[src/hw/rtl/gated_median_voltage_filter_assert.svh]
// ----------------------------------------------------------------------------
// Assertion macros for the gated median voltage filter
// Concurrent checks that drop out when the code is read for synthesis.
// ----------------------------------------------------------------------------
`ifndef GATED_MEDIAN_VOLTAGE_FILTER_ASSERT_SVH
`define GATED_MEDIAN_VOLTAGE_FILTER_ASSERT_SVH

`ifndef SYNTHESIS

// Check that is suspended while reset is applied.
`define GMVF_ASSERT(label, clk, rst_n, prop) \
  label: assert property (@(posedge clk) disable iff (!rst_n) prop) \
    else $error("gated median voltage filter check failed");

// Check that also holds while reset is applied.
`define GMVF_ASSERT_ALWAYS(label, clk, prop) \
  label: assert property (@(posedge clk) prop) \
    else $error("gated median voltage filter check failed");

`else

`define GMVF_ASSERT(label, clk, rst_n, prop)
`define GMVF_ASSERT_ALWAYS(label, clk, prop)

`endif

`endif

[src/hw/rtl/gmvf_pkg.sv]
// ----------------------------------------------------------------------------
// gmvf_pkg
// Shared widths, reset values, register codes and types of the filter.
// ----------------------------------------------------------------------------
`default_nettype none

package gmvf_pkg;

  // Field widths.
  localparam int SAMPLE_W = 10;
  localparam int VOLT_W   = 16;
  localparam int PROD_W   = SAMPLE_W + VOLT_W;

  // Full-scale converter code is 2^SAMPLE_W - 1, so division by it can be
  // done with shifts and one correction.
  localparam int DIV_SHIFT = SAMPLE_W;
  localparam logic [SAMPLE_W-1:0] FULL_CODE = {SAMPLE_W{1'b1}};

  // Default window length.
  localparam int WINDOW_DEF = 8;

  // Register reset values.
  localparam logic [SAMPLE_W-1:0] MIN_LEVEL_RESET  = '0;
  localparam logic [VOLT_W-1:0]   FULL_SCALE_RESET = 16'd4200;

  // Register indexes on the configuration port.
  localparam logic REG_MIN_LEVEL  = 1'b0;
  localparam logic REG_FULL_SCALE = 1'b1;

  // Insert request broadcast to every cell of the chain.
  typedef struct packed {
    logic                load;
    logic [SAMPLE_W-1:0] sample;
  } gmvf_ins_t;

endpackage

`default_nettype wire

[src/hw/rtl/gmvf_cell.sv]
// ----------------------------------------------------------------------------
// gmvf_cell
// One rank of the sorted window: a sample value and its age.
// ----------------------------------------------------------------------------
`default_nettype none

module gmvf_cell #(
  parameter int WINDOW = gmvf_pkg::WINDOW_DEF,
  parameter int AGE_W  = 3,
  parameter int INDEX  = 0
) (
  input  wire                              clk,
  input  wire                              rst_n,
  input  wire gmvf_pkg::gmvf_ins_t         ins,
  input  wire [gmvf_pkg::SAMPLE_W-1:0]     prev_value,
  input  wire [AGE_W-1:0]                  prev_age,
  input  wire [gmvf_pkg::SAMPLE_W-1:0]     next_value,
  input  wire [AGE_W-1:0]                  next_age,
  input  wire                              rb_in,
  output logic [gmvf_pkg::SAMPLE_W-1:0]    value,
  output logic [AGE_W-1:0]                 age,
  output logic                             rb_out
);
  import gmvf_pkg::*;

  localparam bit HAS_BELOW = (INDEX != 0);
  localparam bit HAS_HERE  = (INDEX != WINDOW - 1);
  localparam logic [AGE_W-1:0] OLDEST    = AGE_W'(WINDOW - 1);
  localparam logic [AGE_W-1:0] AGE_RESET = AGE_W'(WINDOW - 1 - INDEX);

  logic [SAMPLE_W-1:0] value_r, value_nxt;
  logic [AGE_W-1:0]    age_r, age_nxt;
  logic                del;
  logic [SAMPLE_W-1:0] here_val, below_val;
  logic [AGE_W-1:0]    here_age, below_age;
  logic                here_le, below_gt;

  // This cell holds the entry that leaves the window on the next insert.
  assign del    = (age_r == OLDEST);
  assign rb_out = rb_in | del;

  // Entry at this rank and at the rank below once the oldest is removed.
  assign here_val  = rb_out ? next_value : value_r;
  assign here_age  = rb_out ? next_age   : age_r;
  assign below_val = rb_in  ? value_r    : prev_value;
  assign below_age = rb_in  ? age_r      : prev_age;

  assign here_le  = HAS_HERE  && (here_val <= ins.sample);
  assign below_gt = HAS_BELOW && (below_val > ins.sample);

  // Keep the remaining entry, shift one in from the rank below, or take the sample.
  always_comb begin
    value_nxt = value_r;
    age_nxt   = age_r;
    if (ins.load) begin
      priority if (here_le) begin
        value_nxt = here_val;
        age_nxt   = here_age + AGE_W'(1);
      end else if (below_gt) begin
        value_nxt = below_val;
        age_nxt   = below_age + AGE_W'(1);
      end else begin
        value_nxt = ins.sample;
        age_nxt   = '0;
      end
    end
  end

  always_ff @(posedge clk) begin
    if (!rst_n) begin
      value_r <= '0;
      age_r   <= AGE_RESET;
    end else begin
      value_r <= value_nxt;
      age_r   <= age_nxt;
    end
  end

  assign value = value_r;
  assign age   = age_r;

endmodule

`default_nettype wire

[src/hw/rtl/gmvf_chain.sv]
// ----------------------------------------------------------------------------
// gmvf_chain
// Row of rank cells that keeps the window sorted and tracks entry ages.
// ----------------------------------------------------------------------------
`default_nettype none

`include "gated_median_voltage_filter_assert.svh"

module gmvf_chain #(
  parameter int WINDOW = gmvf_pkg::WINDOW_DEF,
  parameter int AGE_W  = 3
) (
  input  wire                           clk,
  input  wire                           rst_n,
  input  wire gmvf_pkg::gmvf_ins_t      ins,
  output logic [gmvf_pkg::SAMPLE_W-1:0] median
);
  import gmvf_pkg::*;

  // Index 0 and WINDOW+1 are dummy neighbors beyond the ends of the row.
  logic [SAMPLE_W-1:0] vext [WINDOW+2];
  logic [AGE_W-1:0]    aext [WINDOW+2];
  logic                rb   [WINDOW+1];
  logic [WINDOW-1:0]   sorted_ok;
  logic [WINDOW-1:0]   newest_vec;

  assign vext[0]        = '0;
  assign aext[0]        = '0;
  assign vext[WINDOW+1] = '0;
  assign aext[WINDOW+1] = '0;
  assign rb[0]          = 1'b0;

  for (genvar i = 0; i < WINDOW; i++) begin : g_cell
    gmvf_cell #(
      .WINDOW (WINDOW),
      .AGE_W  (AGE_W),
      .INDEX  (i)
    ) u_cell (
      .clk        (clk),
      .rst_n      (rst_n),
      .ins        (ins),
      .prev_value (vext[i]),
      .prev_age   (aext[i]),
      .next_value (vext[i+2]),
      .next_age   (aext[i+2]),
      .rb_in      (rb[i]),
      .value      (vext[i+1]),
      .age        (aext[i+1]),
      .rb_out     (rb[i+1])
    );

    // Observation vectors for the checks below.
    assign newest_vec[i] = (aext[i+1] == '0);
    if (i == 0) begin : g_first
      assign sorted_ok[i] = 1'b1;
    end else begin : g_rest
      assign sorted_ok[i] = (vext[i] <= vext[i+1]);
    end
  end

  // The median is the middle rank of the sorted row.
  assign median = vext[WINDOW/2 + 1];

  // The row stays in ascending order.
  `GMVF_ASSERT(a_sorted, clk, rst_n, &sorted_ok)
  // Exactly one entry is the newest.
  `GMVF_ASSERT(a_newest_one, clk, rst_n, $onehot(newest_vec))
  // Some entry is always marked as the oldest.
  `GMVF_ASSERT(a_oldest_found, clk, rst_n, rb[WINDOW])

endmodule

`default_nettype wire

[src/hw/rtl/gmvf_scale.sv]
// ----------------------------------------------------------------------------
// gmvf_scale
// Scales a median code to median * full_scale / FULL_CODE in three steps.
// ----------------------------------------------------------------------------
`default_nettype none

module gmvf_scale (
  input  wire                           clk,
  input  wire                           rst_n,
  input  wire                           start,
  input  wire [gmvf_pkg::SAMPLE_W-1:0]  median,
  input  wire [gmvf_pkg::VOLT_W-1:0]    full_scale,
  output logic                          done,
  output logic [gmvf_pkg::VOLT_W-1:0]   voltage
);
  import gmvf_pkg::*;

  localparam int SUM_W = PROD_W + 1;
  localparam int Q_W   = SUM_W - DIV_SHIFT;

  logic              v1_r, v2_r, done_r;
  logic [PROD_W-1:0] prod_r, prod2_r;
  logic [Q_W-1:0]    q1_r;
  logic [VOLT_W-1:0] voltage_r;

  logic [SUM_W-1:0]  sum;
  logic [SUM_W-1:0]  q1_times;
  logic [SUM_W-1:0]  rem;
  logic [VOLT_W-1:0] q_fix;

  // Estimate of prod / (2^k - 1); it is low by at most one.
  assign sum = SUM_W'(prod_r) + SUM_W'(prod_r >> DIV_SHIFT)
             + SUM_W'(prod_r >> (2 * DIV_SHIFT));

  // Remainder check corrects the estimate.
  assign q1_times = (SUM_W'(q1_r) << DIV_SHIFT) - SUM_W'(q1_r);
  assign rem      = SUM_W'(prod2_r) - q1_times;
  assign q_fix    = (rem >= SUM_W'(FULL_CODE)) ? VOLT_W'(q1_r + Q_W'(1)) : VOLT_W'(q1_r);

  // Step control.
  always_ff @(posedge clk) begin
    if (!rst_n) begin
      v1_r   <= 1'b0;
      v2_r   <= 1'b0;
      done_r <= 1'b0;
    end else begin
      v1_r   <= start;
      v2_r   <= v1_r;
      done_r <= v2_r;
    end
  end

  // Product, estimate and corrected quotient.
  always_ff @(posedge clk) begin
    prod_r    <= PROD_W'(median) * PROD_W'(full_scale);
    prod2_r   <= prod_r;
    q1_r      <= Q_W'(sum >> DIV_SHIFT);
    voltage_r <= q_fix;
  end

  assign done    = done_r;
  assign voltage = voltage_r;

endmodule

`default_nettype wire

[src/hw/rtl/gated_median_voltage_filter.sv]
// ----------------------------------------------------------------------------
// gated_median_voltage_filter
// Gated sliding-window median filter with scaling to a voltage.
// ----------------------------------------------------------------------------
// Usage:
//   Input requests carry one converter sample on in_adc_sample. Each request
//   gives exactly one result request with out_voltage and out_sample_taken.
//   A sample at or below the minimum level is rejected; its result carries
//   the held voltage in the cycle after acceptance, and the block is ready
//   again in the next cycle unless the receiver stalls. An accepted sample
//   replaces the oldest window entry in the cell row at the acceptance edge,
//   then the median is scaled in a three-step multiply and divide unit; the
//   next sample can be taken when its result appears, unless the receiver
//   stalls, so that scaling unit sets the rate. Write the registers through
//   the APB-style port only while idle; the block itself does not enforce this.
//   Reset clears the window to zeros, the held voltage to zero and loads
//   the register defaults. While the receiver stalls, the result stays in
//   the output register and in_stall holds off further requests.
// ----------------------------------------------------------------------------
`default_nettype none

`include "gated_median_voltage_filter_assert.svh"

module gated_median_voltage_filter #(
  parameter int WINDOW_SIZE = gmvf_pkg::WINDOW_DEF
) (
  input  wire                           clk,
  input  wire                           rst_n,
  // Sample channel
  input  wire                           in_valid,
  output logic                          in_stall,
  input  wire [gmvf_pkg::SAMPLE_W-1:0]  in_adc_sample,
  // Result channel
  output logic                          out_valid,
  input  wire                           out_stall,
  output logic [gmvf_pkg::VOLT_W-1:0]   out_voltage,
  output logic                          out_sample_taken,
  // Configuration port
  input  wire                           psel,
  input  wire                           penable,
  input  wire                           pwrite,
  input  wire [2:0]                     paddr,
  input  wire [31:0]                    pwdata,
  output logic [31:0]                   prdata,
  output logic                          pready
);
  import gmvf_pkg::*;

  localparam int AGE_W = (WINDOW_SIZE > 1) ? $clog2(WINDOW_SIZE) : 1;

  localparam logic [1:0] S_IDLE  = 2'd0;
  localparam logic [1:0] S_ISSUE = 2'd1;
  localparam logic [1:0] S_BUSY  = 2'd2;
  localparam logic [1:0] S_PEND  = 2'd3;

  logic [1:0]          state_r, state_nxt;
  logic [SAMPLE_W-1:0] min_r;
  logic [VOLT_W-1:0]   fs_r;
  logic [VOLT_W-1:0]   held_r;
  logic                out_valid_r;
  logic [VOLT_W-1:0]   out_voltage_r;
  logic                out_taken_r;

  logic                in_accept, taken, out_free;
  logic                rej_load, pend_load, cfg_write;
  logic                reg_idx;
  gmvf_ins_t           ins;
  logic [SAMPLE_W-1:0] median;
  logic                scale_done;
  logic [VOLT_W-1:0]   scale_voltage;

  // Configuration registers.
  assign pready    = 1'b1;
  assign reg_idx   = paddr[2];
  assign cfg_write = psel & penable & pwrite & pready;

  always_ff @(posedge clk) begin
    if (!rst_n) begin
      min_r <= MIN_LEVEL_RESET;
      fs_r  <= FULL_SCALE_RESET;
    end else if (cfg_write) begin
      unique case (reg_idx)
        REG_MIN_LEVEL:  min_r <= pwdata[SAMPLE_W-1:0];
        REG_FULL_SCALE: fs_r  <= pwdata[VOLT_W-1:0];
        default: ;
      endcase
    end
  end

  always_comb begin
    unique case (reg_idx)
      REG_MIN_LEVEL:  prdata = 32'(min_r);
      REG_FULL_SCALE: prdata = 32'(fs_r);
      default:        prdata = '0;
    endcase
  end

  // Input handshake and gating.
  assign out_free  = !out_valid_r || !out_stall;
  assign in_stall  = (state_r != S_IDLE) || (out_valid_r && out_stall);
  assign in_accept = in_valid && !in_stall;
  assign taken     = (in_adc_sample > min_r);
  assign rej_load  = in_accept && !taken;
  assign pend_load = (state_r == S_PEND) && out_free;

  assign ins.load   = in_accept && taken;
  assign ins.sample = in_adc_sample;

  gmvf_chain #(
    .WINDOW (WINDOW_SIZE),
    .AGE_W  (AGE_W)
  ) u_chain (
    .clk    (clk),
    .rst_n  (rst_n),
    .ins    (ins),
    .median (median)
  );

  gmvf_scale u_scale (
    .clk        (clk),
    .rst_n      (rst_n),
    .start      (state_r == S_ISSUE),
    .median     (median),
    .full_scale (fs_r),
    .done       (scale_done),
    .voltage    (scale_voltage)
  );

  // Sequencer for a taken sample.
  always_comb begin
    state_nxt = state_r;
    unique case (state_r)
      S_IDLE:  if (ins.load) state_nxt = S_ISSUE;
      S_ISSUE: state_nxt = S_BUSY;
      S_BUSY:  if (scale_done) state_nxt = S_PEND;
      S_PEND:  if (out_free) state_nxt = S_IDLE;
      default: state_nxt = S_IDLE;
    endcase
  end

  always_ff @(posedge clk) begin
    if (!rst_n) begin
      state_r <= S_IDLE;
      held_r  <= '0;
    end else begin
      state_r <= state_nxt;
      if (scale_done) begin
        held_r <= scale_voltage;
      end
    end
  end

  // Output register.
  always_ff @(posedge clk) begin
    if (!rst_n) begin
      out_valid_r <= 1'b0;
    end else if (rej_load || pend_load) begin
      out_valid_r <= 1'b1;
    end else if (!out_stall) begin
      out_valid_r <= 1'b0;
    end
  end

  always_ff @(posedge clk) begin
    if (rej_load || pend_load) begin
      out_voltage_r <= held_r;
      out_taken_r   <= pend_load;
    end
  end

  assign out_valid        = out_valid_r;
  assign out_voltage      = out_voltage_r;
  assign out_sample_taken = out_taken_r;

  // No request is taken while a sample is being processed.
  `GMVF_ASSERT(a_busy_stall, clk, rst_n, (state_r != S_IDLE) |-> in_stall)
  // A rejected sample returns the held voltage in the next cycle.
  `GMVF_ASSERT(a_reject_result, clk, rst_n,
    rej_load |=> (out_valid && !out_sample_taken && (out_voltage == $past(held_r))))
  // A scaled median never exceeds the full-scale voltage.
  `GMVF_ASSERT(a_scale_bound, clk, rst_n, scale_done |-> (scale_voltage <= fs_r))

endmodule

`default_nettype wire
[config.mk]
export PLATFORM = sky130hd
export DESIGN_NAME = gated_median_voltage_filter
export DESIGN_NICKNAME = d
export VERILOG_FILES = /design/src/hw/rtl/gmvf_pkg.sv /design/src/hw/rtl/gmvf_cell.sv /design/src/hw/rtl/gmvf_chain.sv /design/src/hw/rtl/gmvf_scale.sv /design/src/hw/rtl/gated_median_voltage_filter.sv
export VERILOG_INCLUDE_DIRS = /design/src /design/src/hw/rtl
export SDC_FILE = /design/constraint.sdc
export NUM_CORES = 1
export LEC_CHECK = 0
export BUFFER_PORTS_ARGS = -buffer_cell sky130_fd_sc_hd__buf_4
export CAP_MARGIN = 25
export CORE_ASPECT_RATIO = 1.1
export CORE_MARGIN = 5
export CORE_UTILIZATION = 45
export DETAILED_ROUTE_END_ITERATION = 12
export GPL_ROUTABILITY_DRIVEN = 1
export PLACE_DENSITY_LB_ADDON = 0.12
export SLEW_MARGIN = 25
export SYNTH_ARGS = -nofsm -noshare
export SYNTH_HDL_FRONTEND = slang
export SYNTH_SLANG_ARGS = --single-unit
[constraint.sdc]
create_clock -name clk -period 12.2 [get_ports clk]
set_input_delay 1.83 -clock clk [delete_from_list [all_inputs] [get_ports clk]]
set_output_delay 1.83 -clock clk [all_outputs]
set_load 0.01 [all_outputs]
==> results of run 1 <==
[worst max-delay path, stage by stage, from the launching register on]
cell and delay [ns]:
dfxtp_1 0.35, nand3_1 0.45, and3_1 0.57, nand2_1 0.25, a31oi_2 0.22, nand2_1 0.49, a31oi_2 0.94, mux2_2 0.44
ha_1 0.29, nor2b_1 0.13, o21a_1 0.16, o21a_1 0.16, o21bai_1 0.11, a21oi_1 0.10, a211oi_2 0.56, buf_4 0.29
nor2_1 0.06, buf_4 0.23, a2bb2oi_1 0.17, a211oi_1 0.22
[per-stage QoR]
stage / utilization (%) / cell area (sq um)
after global placement: 47.1 / 21400
final: 49.5 / 22400
after global routing: 49.5 / 22400
after detailed placement: 47.2 / 21400
after floorplan: - / 20600
after CTS: 49.4 / 22400
[area by class of cell]
cell class	count	area (sq um)	area share [%]
clock inverters	18	231	1.03
multi-input cells	1818	13900	61.9
repair buffers	87	677	3.02
clock buffers	36	792	3.53
inverters	228	856	3.81
well taps	588	736	3.28
flip-flops and latches	254	5260	23.4
[per-layer routing]
metal  track usage, %  part of all wire [%]
met5                0                     0
met1             29.5                    47
met4             6.26                   2.9
met3             2.96                   4.9
met2             35.0                    45
[where the power goes]
| part | total [mW] | switching, mW | internal (mW) |
|---|---|---|---|
| clock network | 0.931 | 0.381 | 0.550 |
| registers | 1.23 | 0.199 | 1.03 |
| logic | 2.75 | 1.64 | 1.12 |
| total | 4.92 | 2.22 | 2.70 |
[Yosys cell counts, types with 5 or more instances]
cell type and count:
o21a_1 25, buf_1 6, clkbuf_1 125, nand2_1 368, o211a_1 21, o311ai_0 19
o21ai_0 97, o21bai_1 6, a211oi_1 45, mux2i_1 56, dfxtp_1 237, or4_1 5
fa_1 122, o2111ai_1 5, o31ai_1 5, a21oi_1 158, o22ai_1 7, o22a_1 8
edfxtp_1 17, ha_1 223, and2_1 97, xor2_1 21, nor2_1 125, a21o_1 35
inv_1 228, nand2b_1 22, a31oi_1 7, o211ai_1 32, nor3_1 38, nand3_1 44
mux2_2 39, xnor2_1 52, and3_1 12, buf_4 18, nand4_1 22, nor2b_1 15
[worst min path at each step]
stage | startpoint | to | cells past startpoint
2_1_floorplan | u_scale.prod_r[0] | u_scale.prod2_r[0] | 0
3_3_place_gp | u_scale.prod_r[0] | u_scale.prod2_r[0] | 0
3_5_place_dp | u_scale.prod_r[9] | u_scale.prod2_r[9] | 0
4_1_cts | u_scale.prod_r[9] | u_scale.prod2_r[9] | 0
5_1_grt | u_scale.prod_r[0] | u_scale.prod2_r[0] | 0
6_report | u_scale.prod_r[9] | u_scale.prod2_r[9] | 0
[cells by family (layout without fill, tap and decap cells)]
family / count (synthesis) / in the layout / synth area share [%]
AND/OR/NAND/NOR: 777 / 777 / 17.4
AO/OA/AOI/OAI: 511 / 511 / 16.2
buffers and inverters: 379 / 369 / 7.27
adder cells (fa/ha/maj): 345 / 345 / 25.5
flip-flops: 254 / 254 / 25.6
multiplexers: 95 / 95 / 4.87
XOR/XNOR: 73 / 73 / 3.11
other: 2 / 17 / 0.0366
[state kept, by name, indices dropped and copies added (netlist names), 10 cells and up]
signal	flops
u_scale.voltage	16
min_r	10
u_chain.g_cell.u_cell.age	24
u_scale.prod_r	26
held_r	16
u_chain.g_cell.u_cell.value	80
u_scale.prod2_r	26
u_scale.q1_r	17
out_voltage	16
fs_r	16
==> flow_summary.toml, run 1 <==
[cts]
clockBufferDepth = 3
clk_latency_ns = 0.59
cts_hold_buf = 0
cts_root_buf = "clkbuf_16"
cts_buffers = 29
clkSinkCount = 254
path_clk_slew_ns = 0.06
cts-resized-gates = 0
htree_levels = 1
postCtsSetupBuffers = 0
tritoncts = "done"

[timing]
setup_slack_ns = 5.90
max_freq_ghz = 0.159
tns_ns = 0
worst_pin_slew_ns = 1.00
finClkSkew_ns = 0.0376
slew_headroom_pct = 32.8
hold_viol = 0
min_period_over_period_pct = 51.6
holdWs_ns = 0.358
finalMaxSlewViolations = 0
fin_crit_ns = 6.30
setup_viol = 0
rsz0062_at_grt = "false"

[critical_path]
path_class = "flop to flop"
r2r_cells = 19
timing.critical_path.to = "u_chain.g_cell[6].u_cell.age[2]"
worstPathArrival_ns = 6.80
cp.required_ns = 12.71
reg2reg_from = "u_chain.g_cell[0].u_cell.age[0]"
path_max_fanout = 28
startpoint = "u_chain.g_cell[0].u_cell.age[0]"
rrSetupSlack_ns = 5.90
worstReg2RegEnd = "u_chain.g_cell[6].u_cell.age[2]"
crit_path_end_kind = "flop"
start_kind = "flop"

[logic_synthesis]
yosysSeqAreaShare_pct = 25.6
yosysUniqueCellTypes = 72
synth_edf_count = 17
synthCells = 2436
yosysTopAreaCell = "dfxtp_1"
synth-async-reset-ratio_pct = 0
synth-seq-cells = 254
ys_warn_count = 0
synth_top_area_share_pct = 23.1
syn-cell-area_sq_um = 20500
ys_top_cells_by_area = "dfxtp_1 (23%), ha_1 (14%), fa_1 (12%), nand2_1 (6.7%), inv_1 (4.2%)"
synth_ff_type = "dfxtp_1"
avgSynthCellArea_sq_um = 8.43

[pwr]
p_leak_nw = 10.7
power.total_mw = 4.92
power_density_nw_per_um2 = 219
peakVddDrop_uv = 113

[global_route]
grt_pass1_vias = 16800
antenna_found_initial = 0
grt_overflow = 0
grt_max_degree = 77
grt_first_pass_wirelength_um = 87700
track_usage_pct = 21.3

[final_layout]
antennaDiodeCount = 0
area_delta_synth_final_pct = 9.21
drive_above_1_share_pct = 7.91
layout_commonest_cell = "nand2_1"
num-nets-final = 2815
final_cells = 3029
final_cell_mix = "nand2_1 (368), dfxtp_1 (237), inv_1 (227)"
fillers = 4392

[routing]
wirelength_um = 53600
ant_nets = 0
wl_per_cell_um = 17.7
drt_pass1_iterations = 7
post-route-drc-count = 0
viasPerCell = 5.54
vias = 16800
drt_iter0_markers = 956

[floorplanning]
coreArea_sq_um = 45300
die_h_um = 234
start_util_pct = 45.3
dieWidth_um = 214
die-area_sq_um = 50000
ios = 104
std_cell_rows = 82

[placed_design]
io_buffer_count = 68
dp_hpwl_um = 39700
dpl.cell_count = 2974
gp_congestion = 0.900
dpl_worst_slack_ns = 5.70

[run]
maxCapViolations = 0

[run_status]
status = "complete, no violations"

[worst_hold_path]
min_path_type = "flop to flop"
(Power assumes the default switching activity.)
==> run 2, diff against run 1 <==
Clock period 12.2 ns to 5.6 ns, I/O delays scaled along.
==> flow_summary.toml, run 2 (synthesis results as in run 1) <==
[run_status]
status = "complete, no violations"

[final_layout]
final_area_sq_um = 22900
area_delta_synth_final_pct = 11.3
largest_reg_flops = 80
final_cell_mix = "nand2_1 (368), inv_1 (227), dfxtp_1 (226)"
fillers = 4355
drive_above_1_share_pct = 10.4
seq_area_sq_um = 5270
layout_commonest_cell = "nand2_1"
num-nets-final = 2865
antennaDiodeCount = 0
multi_input_area_sq_um = 13900

[global_route]
antenna_found_initial = 0
grt_first_pass_wirelength_um = 89200
track_usage_pct = 21.7
grt_max_degree = 63
grt_overflow = 0
grt_pass1_vias = 17000

[cts]
cts-resized-gates = 0
postCtsSetupBuffers = 0
tritoncts = "done"
htree_levels = 1
cts_hold_buf = 0
clk_latency_ns = 0.60
clkSinkCount = 254
path_clk_slew_ns = 0.06
cts_root_buf = "clkbuf_16"
cts_buffers = 30
clockBufferDepth = 3

[floorplanning]
std_cell_rows = 82
die-area_sq_um = 50000
die_h_um = 234
start_util_pct = 45.3
dieWidth_um = 214
ios = 104
coreArea_sq_um = 45300

[pwr]
comb_power_share_pct = 57.4
peakVddDrop_uv = 281
switching_power_mw = 4.94
swShare_pct = 45.5
power.total_mw = 10.9
clockPowerShare_pct = 18.5
seq_power_share_pct = 24.2
p_leak_nw = 11.0
intPower_mw = 5.92
power_density_nw_per_um2 = 475

[critical_path]
worstPathArrival_ns = 5.84
path_max_fanout = 7
crit_path_end_kind = "flop"
path_class = "flop to flop"
start_kind = "flop"
cp.required_ns = 6.10
r2r_cells = 22

[placed_design]
io_buffer_count = 68
dp_hpwl_um = 41200
gp_congestion = 0.896
dpl_worst_slack_ns = 0.0734
placed_cell_area_sq_um = 21800

[routing]
vias = 16800
viasPerCell = 5.46
drt_iter0_markers = 930
post-route-drc-count = 0
wirelength_um = 54000
drt_pass1_iterations = 5
wl_per_cell_um = 17.5
ant_nets = 0

[run]
maxCapViolations = 0

[timing]
worst_pin_slew_ns = 0.965
finalMaxSlewViolations = 0
setup_viol = 0
min_period_over_period_pct = 95.4
tns_ns = 0
max_freq_ghz = 0.187
rsz0062_at_grt = "true"
slew_headroom_pct = 35.7
fin_crit_ns = 5.34
setup_slack_ns = 0.257
finClkSkew_ns = 0.0353
hold_viol = 0

[worst_hold_path]
min_path_type = "flop to flop"
min_path_cells = 0
run 2: cell count changes in the layout (fill, tap and decap cells not counted), sizes merged:
| cell | before | now |
|---|---|---|
| bufinv | 4 | 2 |
| clkinv | 10 | 9 |
| buf | 87 | 136 |
| inv | 230 | 233 |
| clkinvlp | 2 | 4 |
run 2: routing by layer:
layer / wire length [um] / global-route usage (%) / vias to the layer above
met5: 0 / 0 / -
met4: 1250 / 5.72 / 0
met3: 2300 / 2.74 / 79
met2: 25800 / 37.3 / 326
met1: 24600 / 29.1 / 8049
li1: - / - / 8366
run 2: final timing paths:
| check | from | to | slack (ns) |
|---|---|---|---|
| worst max register to register | fs_r[2] | u_scale.prod_r[25] | 0.26 |
| worst min-delay path | u_scale.prod_r[0] | u_scale.prod2_r[0] | 0.37 |
| worst min register to register | u_scale.prod_r[0] | u_scale.prod2_r[0] | 0.37 |
| worst max-delay path | fs_r[2] | u_scale.prod_r[25] | 0.26 |
run 2: cell type report:
cell class,count,share of cell area [%]
Multi-Input combinational cell,1818,60.8
Sequential cell,254,23.0
Timing Repair Buffer,136,4.71
Inverter,228,3.75
Clock buffer,36,3.51
Tap cell,588,3.22
Clock inverter,20,0.990
run 2: power by group through the flow:
stage / clock, mW / combinational, mW / sequential [mW]
CTS: 2.08 / 6.20 / 2.62
global placement: 0 / 6.09 / 2.65
global route: 2.15 / 7.06 / 2.68
finish: 2.01 / 6.23 / 2.62
floorplan: 0 / 4.72 / 2.50
detailed placement: 0 / 6.14 / 2.66
run 2: critical path, cell delays in order (launching register included):
cell and delay [ns]:
dfxtp_2 0.36, buf_4 0.17, and2_1 0.15, fa_1 0.43, fa_1 0.54, inv_1 0.05
fa_1 0.47, inv_1 0.05, fa_1 0.53, inv_1 0.05, fa_1 0.53, inv_1 0.04
ha_1 0.30, o21a_1 0.19, o21ai_1 0.12, nand2b_1 0.13, nand2_1 0.10, nor2_1 0.05
a211o_1 0.32, a21o_1 0.20, a31o_2 0.22, a21oi_1 0.16, xnor2_1 0.13
run 2: metrics by stage:
| step | hold slack [ns] | util, % | cells |
|---|---|---|---|
| 6_report | 0.366 | 50.4 | 3080 |
| 4_1_cts | 0.372 | 50.3 | 3079 |
| 2_1_floorplan | 0.337 | - | 2451 |
| 3_3_place_gp | 0.363 | 48.0 | 3023 |
| 3_5_place_dp | 0.364 | 48.0 | 3023 |
| 5_1_grt | 0.378 | 50.4 | 3080 |
==> run 3, diff against run 2 <==
Settings changed: CELL_PAD_IN_SITES_DETAIL_PLACEMENT set to 1, CELL_PAD_IN_SITES_GLOBAL_PLACEMENT set to 2, CORE_UTILIZATION 45 to 35.
==> flow_summary.toml, run 3 (synthesis results as in run 1) <==
[final_layout]
drive_above_1_share_pct = 11.3
final_cells = 3261
largest_reg_flops = 80
area_delta_synth_final_pct = 13.2
final_cell_mix = "nand2_1 (368), inv_1 (227), ha_1 (223)"
final_core_util_pct = 39.8
layout_commonest_cell = "nand2_1"
num-nets-final = 2873
seq_area_sq_um = 5290
antennaDiodeCount = 0
fillers = 6844
multi_input_area_sq_um = 13900

[routing]
vias = 17000
wl_per_cell_um = 19.5
wirelength_um = 63500
drt_iter0_markers = 745
viasPerCell = 5.22
post-route-drc-count = 0
drt_pass1_iterations = 5
ant_nets = 0

[critical_path]
path_class = "flop to flop"
worstPathArrival_ns = 5.91
crit_family = "adder cells"
cpPeakStageDelay_ns = 0.53
crit_path_end_kind = "flop"
cp_slowest_cell = "fa_1"
crit_chain = "buf_4, and2_1, fa_2, fa_1, inv_1, fa_1, inv_1, fa_1, inv_1, fa_1, inv_1, ha_1, a2111oi_0, o21ai_1, a211o_1, a21o_1, a31o_2, a21oi_1, xnor2_1"
path_buf_inv = 5
cp.required_ns = 6.11
start_kind = "flop"
path_max_fanout = 7

[run]
maxCapViolations = 0

[placed_design]
dp_hpwl_um = 48900
gp_congestion = 0.810
dpl_worst_slack_ns = -0.00671
io_buffer_count = 68
dpl.cell_count = 3202

[pwr]
peakVddDrop_uv = 256
power.total_mw = 11.3
p_leak_nw = 11.1
power_density_nw_per_um2 = 485

[cts]
cts_buffers = 31
clockBufferDepth = 3
clkSinkCount = 254
path_clk_slew_ns = 0.06
cts_hold_buf = 0
cts_root_buf = "clkbuf_16"
clk_latency_ns = 0.61
tritoncts = "done"
htree_levels = 1

[timing]
fin_crit_ns = 5.40
finClkSkew_ns = 0.0319
finalMaxSlewViolations = 0
hold_viol = 0
setup_viol = 0
max_freq_ghz = 0.185
min_period_over_period_pct = 96.4
worst_pin_slew_ns = 1.04
setup_slack_ns = 0.200
slew_headroom_pct = 30.6
tns_ns = 0

[floorplanning]
std_cell_rows = 93
ios = 104
start_util_pct = 35.2
die-area_sq_um = 63700
coreArea_sq_um = 58400
die_h_um = 264
dieWidth_um = 241

[global_route]
grt_overflow = 0
grt_pass1_vias = 18300
antenna_found_initial = 1
track_usage_pct = 19.7
grt_max_degree = 63
grt_first_pass_wirelength_um = 102000

[run_status]
status = "complete, no violations"

[worst_hold_path]
min_path_type = "flop to flop"
==> run 3: cell count changes in the layout (fill, tap and decap cells not counted), moves of 3 or more <==
cell	previous run	this run
dfxtp_4	1	5
bufinv_16	2	6
buf_4	132	142
dfxtp_1	226	219
inv_6	6	2
dfxtp_2	10	13
==> run 3: worst paths after layout <==
check / start / end / slack (ns) / cells after the start
min reg2reg: u_scale.prod_r[0] / u_scale.prod2_r[0] / 0.35 / 0
min: u_scale.prod_r[0] / u_scale.prod2_r[0] / 0.35 / 0
max reg2reg: fs_r[2] / u_scale.prod_r[25] / 0.20 / 19
max: fs_r[2] / u_scale.prod_r[25] / 0.20 / 19
==> run 3: per-stage QoR <==
stage	hold WS (ns)	area (sq um)
3_3_place_gp	0.371	22000
2_1_floorplan	0.337	20600
3_5_place_dp	0.373	22000
5_1_grt	0.369	23300
4_1_cts	0.363	23200
6_report	0.350	23300
==> run 3: report_power, final <==
part | switching, mW | total, mW | internal, mW
sequential | 0.393 | 2.64 | 2.25
combinational | 3.85 | 6.40 | 2.55
clock | 0.898 | 2.24 | 1.35
==> run 3: worst register-to-register path, delay by kind of cell, from the launching register on <==
family                   cells  cell delay, ns
AND/OR/NAND/NOR              1            0.16
buffers and inverters        5            0.37
flip-flops                   1            0.37
AO/OA/AOI/OAI                6            1.63
adder cells (fa/ha/maj)      6            2.69
XOR/XNOR                     1            0.13
==> run 3: final cells by class <==
cell class | instances | area share, %
multi-input cells | 1818 | 59.9
clock inverters | 23 | 1.38
well taps | 760 | 4.09
flip-flops and latches | 254 | 22.7
repair buffers | 143 | 4.67
inverters | 228 | 3.68
clock buffers | 35 | 3.53
==> run 3: layer usage <==
layer | vias to the layer above | global-route usage, % | part of all wire [%] | wire (um)
met2 | 198 | 34.6 | 49 | 31300
met4 | 0 | 2.99 | 1.3 | 846
met5 | - | 0 | 0 | 0
met3 | 57 | 1.73 | 2.6 | 1630
met1 | 8425 | 26.9 | 47 | 29700
li1 | 8339 | - | - | -
==> run 3: what timing repair did <==
item,CTS,global route
gates cloned,0,0
gates resized for setup,1,37
endpoints found under the setup margin,4,8
setup buffers,0,1
pin swaps,0,10
